<file path="src/hdl/nrbe_pkg.sv">
`timescale 1ns / 1ps
// Shared types, constants and the divide-by-fifteen helper for the RGB565
// coverage blend expander. No dependencies.
package nrbe_pkg;

  localparam int unsigned LevelW   = 4;
  localparam int unsigned PixelW   = 16;
  localparam int unsigned SumW     = 10;
  localparam int unsigned RedW     = 5;
  localparam int unsigned GreenW   = 6;
  localparam int unsigned BlueW    = 5;
  localparam int unsigned RecipW   = 12;
  localparam int unsigned RecipSh  = 15;
  localparam int unsigned ProdW    = SumW + RecipW;
  localparam int unsigned AddrW    = 3;
  localparam int unsigned DataW    = 32;

  localparam logic [LevelW-1:0] LevelMax  = 4'd15;
  localparam logic [RecipW-1:0] Recip15   = 12'd2185;
  localparam logic [PixelW-1:0] RedMask   = 16'hF800;
  localparam logic [PixelW-1:0] GreenMask = 16'h07E0;
  localparam logic [PixelW-1:0] BlueMask  = 16'h001F;
  localparam logic [PixelW-1:0] FgReset   = 16'hFFFF;
  localparam logic [PixelW-1:0] BgReset   = 16'h0000;

  localparam logic [AddrW-1:0] AddrFgColor = 3'd0;
  localparam logic [AddrW-1:0] AddrBgColor = 3'd4;

  typedef struct packed {
    logic [SumW-1:0] red;
    logic [SumW-1:0] green;
    logic [SumW-1:0] blue;
  } sum_t;

  // Exact for every weighted sum up to 63 * 15.
  function automatic logic [GreenW-1:0] div15(input logic [SumW-1:0] x);
    logic [ProdW-1:0] prod;
    prod = ProdW'(x) * ProdW'(Recip15);
    return prod[RecipSh +: GreenW];
  endfunction

endpackage

</file>
<file path="src/hdl/nrbe_lane.sv">
`timescale 1ns / 1ps
// One blend lane: weighted channel sums for one coverage level, registered,
// then the divide by fifteen and RGB565 repack. Depends on nrbe_pkg.
module nrbe_lane (
  input  logic                           clk_i,
  input  logic                           en_i,
  input  logic [nrbe_pkg::LevelW-1:0]    level_i,
  input  logic [nrbe_pkg::PixelW-1:0]    fg_i,
  input  logic [nrbe_pkg::PixelW-1:0]    bg_i,
  output logic [nrbe_pkg::PixelW-1:0]    pixel_o
);

  logic [nrbe_pkg::LevelW-1:0] inv_level;
  nrbe_pkg::sum_t              sum_d;
  nrbe_pkg::sum_t              sum_q;
  logic [nrbe_pkg::GreenW-1:0] red;
  logic [nrbe_pkg::GreenW-1:0] green;
  logic [nrbe_pkg::GreenW-1:0] blue;

  assign inv_level = nrbe_pkg::LevelMax - level_i;

  always_comb begin
    sum_d.red   = nrbe_pkg::SumW'(fg_i[15:11]) * nrbe_pkg::SumW'(level_i)
                + nrbe_pkg::SumW'(bg_i[15:11]) * nrbe_pkg::SumW'(inv_level);
    sum_d.green = nrbe_pkg::SumW'(fg_i[10:5]) * nrbe_pkg::SumW'(level_i)
                + nrbe_pkg::SumW'(bg_i[10:5]) * nrbe_pkg::SumW'(inv_level);
    sum_d.blue  = nrbe_pkg::SumW'(fg_i[4:0]) * nrbe_pkg::SumW'(level_i)
                + nrbe_pkg::SumW'(bg_i[4:0]) * nrbe_pkg::SumW'(inv_level);
  end

  always_ff @(posedge clk_i) begin
    if (en_i) begin
      sum_q <= sum_d;
    end
  end

  assign red   = nrbe_pkg::div15(sum_q.red);
  assign green = nrbe_pkg::div15(sum_q.green);
  assign blue  = nrbe_pkg::div15(sum_q.blue);

  assign pixel_o = {red[nrbe_pkg::RedW-1:0], green, blue[nrbe_pkg::BlueW-1:0]};

endmodule

</file>
<file path="src/hdl/nibble_rgb565_blend_expander.sv">
`timescale 1ns / 1ps
// Top level: configuration registers, two blend lanes and the output register.
// Depends on nrbe_pkg and nrbe_lane.
// Input transactions pass through the weighted-sum register, then the divide,
// repack and output register.
// Throughput is one byte (two pixels) per cycle; the pipeline stalls only
// while a finished result waits on m_axis_tready.
// Reset clears the valid flags and loads fg_color = 0xFFFF, bg_color = 0x0000.
module nibble_rgb565_blend_expander (
  input  logic                          clk_i,
  input  logic                          rst_ni,
  input  logic                          s_axis_tvalid,
  output logic                          s_axis_tready,
  // [7:0] packed_levels
  input  logic [7:0]                    s_axis_tdata,
  output logic                          m_axis_tvalid,
  input  logic                          m_axis_tready,
  // [15:0] first_pixel, [31:16] second_pixel
  output logic [31:0]                   m_axis_tdata,
  input  logic                          psel,
  input  logic                          penable,
  input  logic                          pwrite,
  input  logic [nrbe_pkg::AddrW-1:0]    paddr,
  input  logic [nrbe_pkg::DataW-1:0]    pwdata,
  output logic [nrbe_pkg::DataW-1:0]    prdata,
  output logic                          pready
);

  logic [nrbe_pkg::PixelW-1:0] fg_q;
  logic [nrbe_pkg::PixelW-1:0] bg_q;
  logic                        cfg_wr;
  logic                        pipe_en;
  logic                        s1_valid_q;
  logic                        m_valid_q;
  logic [nrbe_pkg::PixelW-1:0] first_pix;
  logic [nrbe_pkg::PixelW-1:0] second_pix;
  logic [31:0]                 m_data_q;

  assign pready = 1'b1;
  assign cfg_wr = psel && penable && pwrite && pready;

  always_ff @(posedge clk_i or negedge rst_ni) begin
    if (!rst_ni) begin
      fg_q <= nrbe_pkg::FgReset;
      bg_q <= nrbe_pkg::BgReset;
    end else if (cfg_wr) begin
      if (paddr == nrbe_pkg::AddrFgColor) begin
        fg_q <= pwdata[nrbe_pkg::PixelW-1:0];
      end else if (paddr == nrbe_pkg::AddrBgColor) begin
        bg_q <= pwdata[nrbe_pkg::PixelW-1:0];
      end
    end
  end

  always_comb begin
    case (paddr)
      nrbe_pkg::AddrFgColor: prdata = nrbe_pkg::DataW'(fg_q);
      nrbe_pkg::AddrBgColor: prdata = nrbe_pkg::DataW'(bg_q);
      default:               prdata = '0;
    endcase
  end

  assign pipe_en       = !m_valid_q || m_axis_tready;
  assign s_axis_tready = pipe_en;

  nrbe_lane u_lane_first (
    .clk_i   (clk_i),
    .en_i    (pipe_en),
    .level_i (s_axis_tdata[7:4]),
    .fg_i    (fg_q),
    .bg_i    (bg_q),
    .pixel_o (first_pix)
  );

  nrbe_lane u_lane_second (
    .clk_i   (clk_i),
    .en_i    (pipe_en),
    .level_i (s_axis_tdata[3:0]),
    .fg_i    (fg_q),
    .bg_i    (bg_q),
    .pixel_o (second_pix)
  );

  always_ff @(posedge clk_i or negedge rst_ni) begin
    if (!rst_ni) begin
      s1_valid_q <= 1'b0;
      m_valid_q  <= 1'b0;
    end else if (pipe_en) begin
      s1_valid_q <= s_axis_tvalid;
      m_valid_q  <= s1_valid_q;
    end
  end

  always_ff @(posedge clk_i) begin
    if (pipe_en) begin
      m_data_q <= {second_pix, first_pix};
    end
  end

  assign m_axis_tvalid = m_valid_q;
  assign m_axis_tdata  = m_data_q;

  a_stage_moves: assert property (@(posedge clk_i) disable iff (!rst_ni)
    s1_valid_q && pipe_en |=> m_valid_q)
    else $error("stage one result was dropped");

  a_stall_blocks_input: assert property (@(posedge clk_i) disable iff (!rst_ni)
    m_valid_q && !m_axis_tready |-> !s_axis_tready)
    else $error("input taken while output stalled");

  a_stall_holds_stage: assert property (@(posedge clk_i) disable iff (!rst_ni)
    !pipe_en |=> s1_valid_q == $past(s1_valid_q))
    else $error("stage one valid changed during stall");

endmodule

</file>
<file path="config.mk">
export PLATFORM = sky130hd
export DESIGN_NAME = nibble_rgb565_blend_expander
export DESIGN_NICKNAME = d
export VERILOG_FILES = /design/src/hdl/nrbe_pkg.sv /design/src/hdl/nrbe_lane.sv /design/src/hdl/nibble_rgb565_blend_expander.sv
export SDC_FILE = /design/constraint.sdc
export NUM_CORES = 1
export LEC_CHECK = 0
export BUFFER_PORTS_ARGS = -buffer_cell sky130_fd_sc_hd__buf_2
export CORE_ASPECT_RATIO = 1.2
export CORE_MARGIN = 2
export CORE_UTILIZATION = 50
export DETAILED_ROUTE_END_ITERATION = 6
export PLACE_DENSITY_LB_ADDON = 0.12
export SLEW_MARGIN = 10
export SYNTH_ARGS = -nofsm -noshare
export SYNTH_HDL_FRONTEND = slang
export SYNTH_SLANG_ARGS = --single-unit
</file>
<file path="constraint.sdc">
create_clock -name clk_i -period 7.7 [get_ports clk_i]
set_input_delay 0 -clock clk_i [delete_from_list [all_inputs] [get_ports clk_i]]
set_output_delay 0 -clock clk_i [all_outputs]
set_load 0.01 [all_outputs]
</file>
==> summary.txt, run 1 <==
Run status
  • Status: finished, final reports clean

Global routing
  • Vias in the first global route: about 13000
  • First-pass GRT wire length: 60100 µm
  • Top Usage Layer GRT: met2
  • Largest net degree at the start of global routing: 57
  • Grt ovf: 0
  • Global-route usage over all layers: 0.202
  • Initial antenna violation count: 1
  • Grt met2 use: 0.364
  • GR Util met3: 0.0232
  • GR met1 Demand/Resource: 0.256

Clock network
  • Hold_buf cts: 18
  • Clk sink count: around 130
  • H-tree levels: 4
  • CTS Buf Count: 17
  • Clk_lat worst skew: 0.44 ns
  • Root buffer cell: clkbuf_16
  • # Post-CTS Setup Buffers: 0
  • Bufs on Longest Clock Path: 2
  • Clock tree from TritonCTS: yes
  • CTS clock-pin slew for the worst setup and hold paths: ~0.07 ns
  • CTS resizes: 0

Critical path
  • Worst Setup End Kind: register
  • Critical path peak fanout: 10
  • Req. time, crit path: between 7 and 8 ns
  • Critical path arrival: 4.69 ns
  • CP startpoint kind: register
  • Crit Path Class: reg -> reg

Final layout
  • FF+latch area: 3630 µm²
  • Nets: around 2500
  • Util after Layout: 0.551
  • Fillers: around 3300
  • Layout cells sized above 1: 0.0908
  • Area of the multi-input gates: between 10000 and 15000 µm²
  • Syn-to-layout area delta: 9.00%

Drt
  • Routed vias/inst: approximately 5
  • Wire per inst: 14.8 µm
  • Initial DRC Count: 403
  • Vias: approximately 12000
  • Drt total wl: ~35000 µm
  • # DRC: 0
  • Remaining antenna violation count: 0
  • First-pass DRT Iterations: 4

STA
  • Setup TNS: 0 ns
  • PnR worst setup slack: between 3 and 4 ns
  • Setup repair after global routing missed its margin: no
  • Rel. slew slack: 0.454
  • Hold slack: between 0.15 and 0.2 ns
  • Final setup fails: 0
  • Fmax: around 220 MHz
  • Worst Max-Slew Pin Slew: slightly above 0.8 ns
  • Final period utilization: 0.588
  • Clock skew: approximately 0.015 ns
  • Slew Limit Fails: 0
  • Min Tclk post-route: about 4.5 ns
  • Final hold viol count: 0

Synth
  • Ys flop type: edfxtp_1
  • Avg Synthesized Cell Area: 10.2 µm²
  • Gate Count Post-Synth: 1777
  • Number of synthesized flops with an enable pin: 92
  • Yosys reg bits: ~130
  • Netlist Area Pre-Place: around 18000 µm²
  • Synth cell types: 53
  • Ys Warns: 0
  • Post-synthesis async set-or-reset flop share: 0.270
  • Register area share after synthesis: 0.201

Power
  • Comb pwr share: 0.700
  • Power share of the clock group: 0.107
  • Leakage power: 10.4 nW
  • Switching Share: 0.462
  • Peak supply drop: 0.154 mV
  • Sw Pwr: around 3.7 mW
  • PD cells: 412 nW/µm²
  • Pint: approximately 4.4 mW
  • Seq pwr share: 0.194

Floorplanning
  • Chip height: ~210 µm
  • Initial Util: 0.505
  • # rows: 76
  • Die area: 37700 µm²
  • I/O pin cnt: approximately 120
  • CORE AREA: between 30000 and 40000 µm²
  • DIE WIDTH: between 150 and 200 µm

Placed design
  • DP Wirelength: ~28000 µm
  • PortBufs: between 80 and 90
  • Worst slack, placed: 3.15 ns
  • GP Congestion: between 0.7 and 0.8

Worst hold path
  • HP Class: in -> async

Job
  • Max_cap viols: 0
logic make-up after synthesis:
kind of cell / after synthesis / share of synthesized area
buffers and inverters: 486 / 0.105
XOR/XNOR: 76 / 0.0369
AO/OA/AOI/OAI: 135 / 0.0525
adder cells (fa/ha/maj): 560 / 0.470
multiplexers: 39 / 0.0243
AND/OR/NAND/NOR: 353 / 0.110
flip-flops: 126 / 0.201
other: 2 / 0.000416
final cells by class:
| class | instances | share of cell area |
|---|---|---|
| inverter | 424 | 0.0808 |
| tap | 468 | 0.0297 |
| timing repair buffer | 104 | 0.0314 |
| sequential | 126 | 0.185 |
| antenna | 1 | 0.000127 |
| multi-input combinational | 1186 | 0.641 |
| clock buffer | 20 | 0.0249 |
| clock inverter | 12 | 0.00737 |
metal layers:
metal  vias to the layer above  wire length, µm
met5                         -                0
met3                        27              817
met2                       149            17500
li1                       5784                -
met4                         0              444
met1                      5891            15900
state kept, by name (all words and copies together) (netlist names):
name / flops
bg_q: 16
fg_q: 16
m_axis_tdata: 32
m_axis_tvalid: 1
s1_valid_q: 1
u_lane_first.sum_q: 30
u_lane_second.sum_q: 30
cells in the final DEF (no fill, tap or decap), types with 5 or more instances in the layout:
cell / netlist / layout
nand2b_1: 42 / 41
clkinv_4: 0 / 5
dlygate4sd3_1: 0 / 18
dfstp_2: 16 / 16
buf_2: 4 / 83
o21bai_1: 6 / 6
conb_1: 2 / 23
edfxtp_1: 92 / 92
nand2_1: 57 / 57
nand4_1: 13 / 13
xor2_1: 19 / 19
nor2_1: 32 / 32
a211oi_1: 6 / 6
and2_1: 92 / 92
mux2_1: 10 / 10
o41ai_1: 7 / 7
a21o_1: 20 / 20
clkbuf_16: 0 / 19
nor2b_1: 91 / 91
o21ai_0: 14 / 14
xnor2_1: 57 / 57
ha_1: 362 / 362
dfrtp_1: 18 / 18
nand3_1: 11 / 11
a22o_1: 17 / 17
fa_1: 198 / 198
a21oi_1: 30 / 30
inv_1: 424 / 424
nor3_1: 8 / 8
mux2_2: 29 / 29
worst max-delay path, stage by stage (launching register included):
cell,delay [ns]
dfstp_2,0.66
nand2_1,0.12
fa_1,0.52
fa_1,0.49
inv_1,0.05
fa_1,0.52
inv_1,0.05
fa_1,0.58
inv_1,0.06
ha_1,0.19
a21o_1,0.15
a21oi_1,0.21
o21ai_0,0.16
o41ai_1,0.35
xnor2_1,0.14
power groups by stage:
| stage | clock, mW | sequential [mW] | combinational (mW) |
|---|---|---|---|
| 2_1_floorplan | 0 | 1.48 | 4.45 |
| 3_3_place_gp | 0 | 1.58 | 5.56 |
| 3_5_place_dp | 0 | 1.59 | 5.74 |
| 4_1_cts | 0.893 | 1.58 | 5.82 |
| 5_1_grt | 0.920 | 1.62 | 6.74 |
| 6_report | 0.867 | 1.57 | 5.67 |
Yosys cell counts, types with 4 or more instances:
cell | instances | share of area
inv_1 | 424 | 0.088
ha_1 | 362 | 0.25
fa_1 | 198 | 0.22
and2_1 | 92 | 0.032
edfxtp_1 | 92 | 0.15
nor2b_1 | 91 | 0.032
nand2_1 | 57 | 0.012
xnor2_1 | 57 | 0.028
nand2b_1 | 42 | 0.015
clkbuf_1 | 35 | 0.0073
nor2_1 | 32 | 0.0067
a21oi_1 | 30 | 0.0083
mux2_2 | 29 | 0.018
a21o_1 | 20 | 0.0083
xor2_1 | 19 | 0.0092
dfrtp_1 | 18 | 0.025
a22o_1 | 17 | 0.0082
buf_4 | 17 | 0.0071
dfstp_2 | 16 | 0.023
o21ai_0 | 14 | 0.0039
nand4_1 | 13 | 0.0045
nand3_1 | 11 | 0.0030
mux2_1 | 10 | 0.0062
nor3_1 | 8 | 0.0022
o41ai_1 | 7 | 0.0034
a211oi_1 | 6 | 0.0025
buf_1 | 6 | 0.0012
o21bai_1 | 6 | 0.0025
a31oi_1 | 4 | 0.0014
buf_2 | 4 | 0.0011
o31ai_1 | 4 | 0.0017
through the flow:
step	area (µm²)	cells	power [mW]
detailed placement	18900	2290	7.33
global route	19700	2341	9.28
finish	19700	2341	8.11
global placement	18900	2290	7.14
CTS	19700	2340	8.29
floorplan	18100	1798	5.92
final timing paths:
path,slack (ns),to,cells after the start,startpoint
worst min-delay path,0.17,bg_q[8],2,rst_ni
min in group clk_i,0.28,u_lane_second.sum_q[20],2,s_axis_tdata[0]
max in group asynchronous,7.04,bg_q[9],2,rst_ni
worst max-delay path,3.17,u_lane_second.sum_q[29],14,fg_q[11]
worst max register to register,3.17,u_lane_second.sum_q[29],14,fg_q[11]
worst min register to register,0.46,m_axis_tvalid,1,s1_valid_q
(Power assumes the default switching activity.)
==> run 2, diff against run 1 <==
==> constraint.sdc (replaced) <==
create_clock -name clk_i -period 4.14 [get_ports clk_i]
set_input_delay 0 -clock clk_i [delete_from_list [all_inputs] [get_ports clk_i]]
set_output_delay 0 -clock clk_i [all_outputs]
set_load 0.01 [all_outputs]
==> run 2 against run 1 <==
Largest cell class unchanged. Power rose by 97%. Largest power group unchanged. Via count increased by 2.9%. First-iteration DRC count down 9.4%. Hold slack got worse by 0.0096 ns. Clock skew shrank 0.0017 ns. Non-clock buffer count increased by 112. Global-route usage grew 0.35 points. Design area grew 5.7%.
==> summary.txt, run 2 (synthesis results as in run 1) <==
Run status
  • Status: finished, final reports clean

Clock network
  • H-tree levels: 4
  • Clk sink count: between 100 and 150
  • Root buffer cell: clkbuf_16
  • Bufs on Longest Clock Path: 2
  • Clock tree from TritonCTS: yes
  • CTS clock-pin slew for the worst setup and hold paths: approximately 0.060 ns
  • Clk_lat worst skew: about 0.44 ns
  • CTS Buf Count: 17

Power
  • Comb pwr share: 0.732
  • Sw Pwr: roughly 7 mW
  • Pint: about 8.8 mW
  • Peak supply drop: approximately 0.64 mV
  • Leakage power: 11.0 nW
  • Seq pwr share: 0.178
  • PD cells: 767 nW/µm²
  • Power share of the clock group: 0.090
  • Switching Share: 0.451

Global routing
  • First-pass GRT wire length: slightly above 60000 µm
  • Initial antenna violation count: 1
  • Global-route usage over all layers: 0.205
  • Largest net degree at the start of global routing: 55
  • Grt ovf: 0
  • Vias in the first global route: about 13000

Drt
  • Vias: approximately 12000
  • Routed vias/inst: 4.97
  • Drt total wl: 35700 µm
  • # DRC: 0
  • Wire per inst: ~15 µm
  • Initial DRC Count: 365
  • First-pass DRT Iterations: 4
  • Remaining antenna violation count: 0

STA
  • Min Tclk post-route: 4.13 ns
  • Setup repair after global routing missed its margin: yes
  • Final setup fails: 0
  • Hold slack: about 0.16 ns
  • Fmax: approximately 240 MHz
  • Setup TNS: 0 ns
  • Final period utilization: 0.999
  • Worst Max-Slew Pin Slew: between 1 and 1.5 ns
  • PnR worst setup slack: between 0.005 and 0.006 ns
  • Rel. slew slack: 0.310
  • Slew Limit Fails: 0
  • Final hold viol count: 0
  • Clock skew: between 0.01 and 0.015 ns

Critical path
  • Crit Path Class: reg -> reg
  • R2R Path End: u_lane_first.sum_q[28]
  • Critical path arrival: 4.31 ns
  • R2R depth: 15
  • Worst Setup End Kind: register
  • Req. time, crit path: 4.32 ns
  • R2R Path Start: fg_q[11]
  • Critical path peak fanout: 5
  • Worst R2R Setup Slack: approximately 0.0052 ns
  • CP startpoint kind: register

Final layout
  • Syn-to-layout area delta: 15.2%
  • Fin area: 20800 µm²
  • Util after Layout: 0.582
  • Layout cells sized above 1: 0.181
  • Most common cell after layout, fill and taps aside: inv_1
  • Max reg flops: 32
  • Nets: about 2600
  • Most frequent cells in the layout: inv_1 (415), ha_1 (349), fa_1 (192), buf_4 (112), edfxtp_1 (92)

Floorplanning
  • I/O pin cnt: ~120
  • CORE AREA: ~36000 µm²
  • Chip height: between 200 and 250 µm
  • DIE WIDTH: around 180 µm
  • Initial Util: 0.505
  • Die area: ~38000 µm²
  • # rows: between 70 and 80

Worst hold path
  • Hold path depth: 2
  • HP Class: in -> reg
  • HP Start: s_axis_tdata[0]
  • Hold path endpoint: u_lane_second.sum_q[0]

Job
  • Max_cap viols: 0

Placed design
  • DP Wirelength: about 30000 µm
  • Area after DPL: ~20000 µm²
  • PortBufs: a little over 80
  • Worst slack, placed: -0.0811 ns
  • GP Congestion: between 0.8 and 0.9
## run 2: area by class of cell
type	instances	area (µm²)
sequential	126	3650
tap	468	586
timing repair buffer	216	1470
inverter	424	1590
multi-input combinational	1186	13000
antenna	1	2.50
clock buffer	24	462
clock inverter	8	92.6
fill	3163	15000
## run 2: metal layers
layer,wire (µm),global-route usage
met1,15300,0.251
met2,18100,0.363
met3,1180,0.0324
met4,994,0.0789
met5,0,0
## run 2: per-stage QoR
step,cells,power (mW)
detailed placement,2388,14.1
CTS,2446,15.9
floorplan,1798,11.1
global route,2453,18.2
finish,2453,16.0
global placement,2388,13.8
## run 2: worst max-delay path by stage
stage                         from                      end  slack [ns]  cells past startpoint
after floorplan            fg_q[5]   u_lane_first.sum_q[19]       0.002                     15
after global placement     fg_q[5]   u_lane_first.sum_q[19]       -0.03                     14
after detailed placement   fg_q[6]  u_lane_second.sum_q[19]       -0.08                     14
after CTS                  fg_q[1]    u_lane_first.sum_q[8]       -0.02                     16
after global routing      fg_q[11]   u_lane_first.sum_q[28]       -0.19                     15
final                     fg_q[11]   u_lane_first.sum_q[28]       0.005                     15
## run 2: what timing repair did
action                                  4_1_cts  5_1_grt
hold endpoints to repair                     51        0
pin swaps                                    32       56
hold buffers                                 18        0
buffers inserted                              8        7
gates resized for setup                      34       51
gates cloned                                  0        0
endpoints found under the setup margin       13       19
## run 2: power groups by stage
stage	Combinational [mW]	Sequential [mW]	Clock, mW
after floorplan	8.38	2.75	0
after global placement	10.9	2.86	0
after detailed placement	11.2	2.87	0
after CTS	11.5	2.86	1.48
after global routing	13.8	2.92	1.53
final	11.7	2.84	1.44
## run 2: worst max-delay path: stages, from the launching register on
cell and delay [ns]:
dfstp_2 0.60, nand2_2 0.07, fa_1 0.49, fa_1 0.54, inv_2 0.04, fa_1 0.47
inv_1 0.05, fa_1 0.49, buf_4 0.15, fa_2 0.34, inv_2 0.05, a21o_1 0.11
a21oi_2 0.05, o21bai_1 0.19, a21oi_2 0.09, xnor2_1 0.13
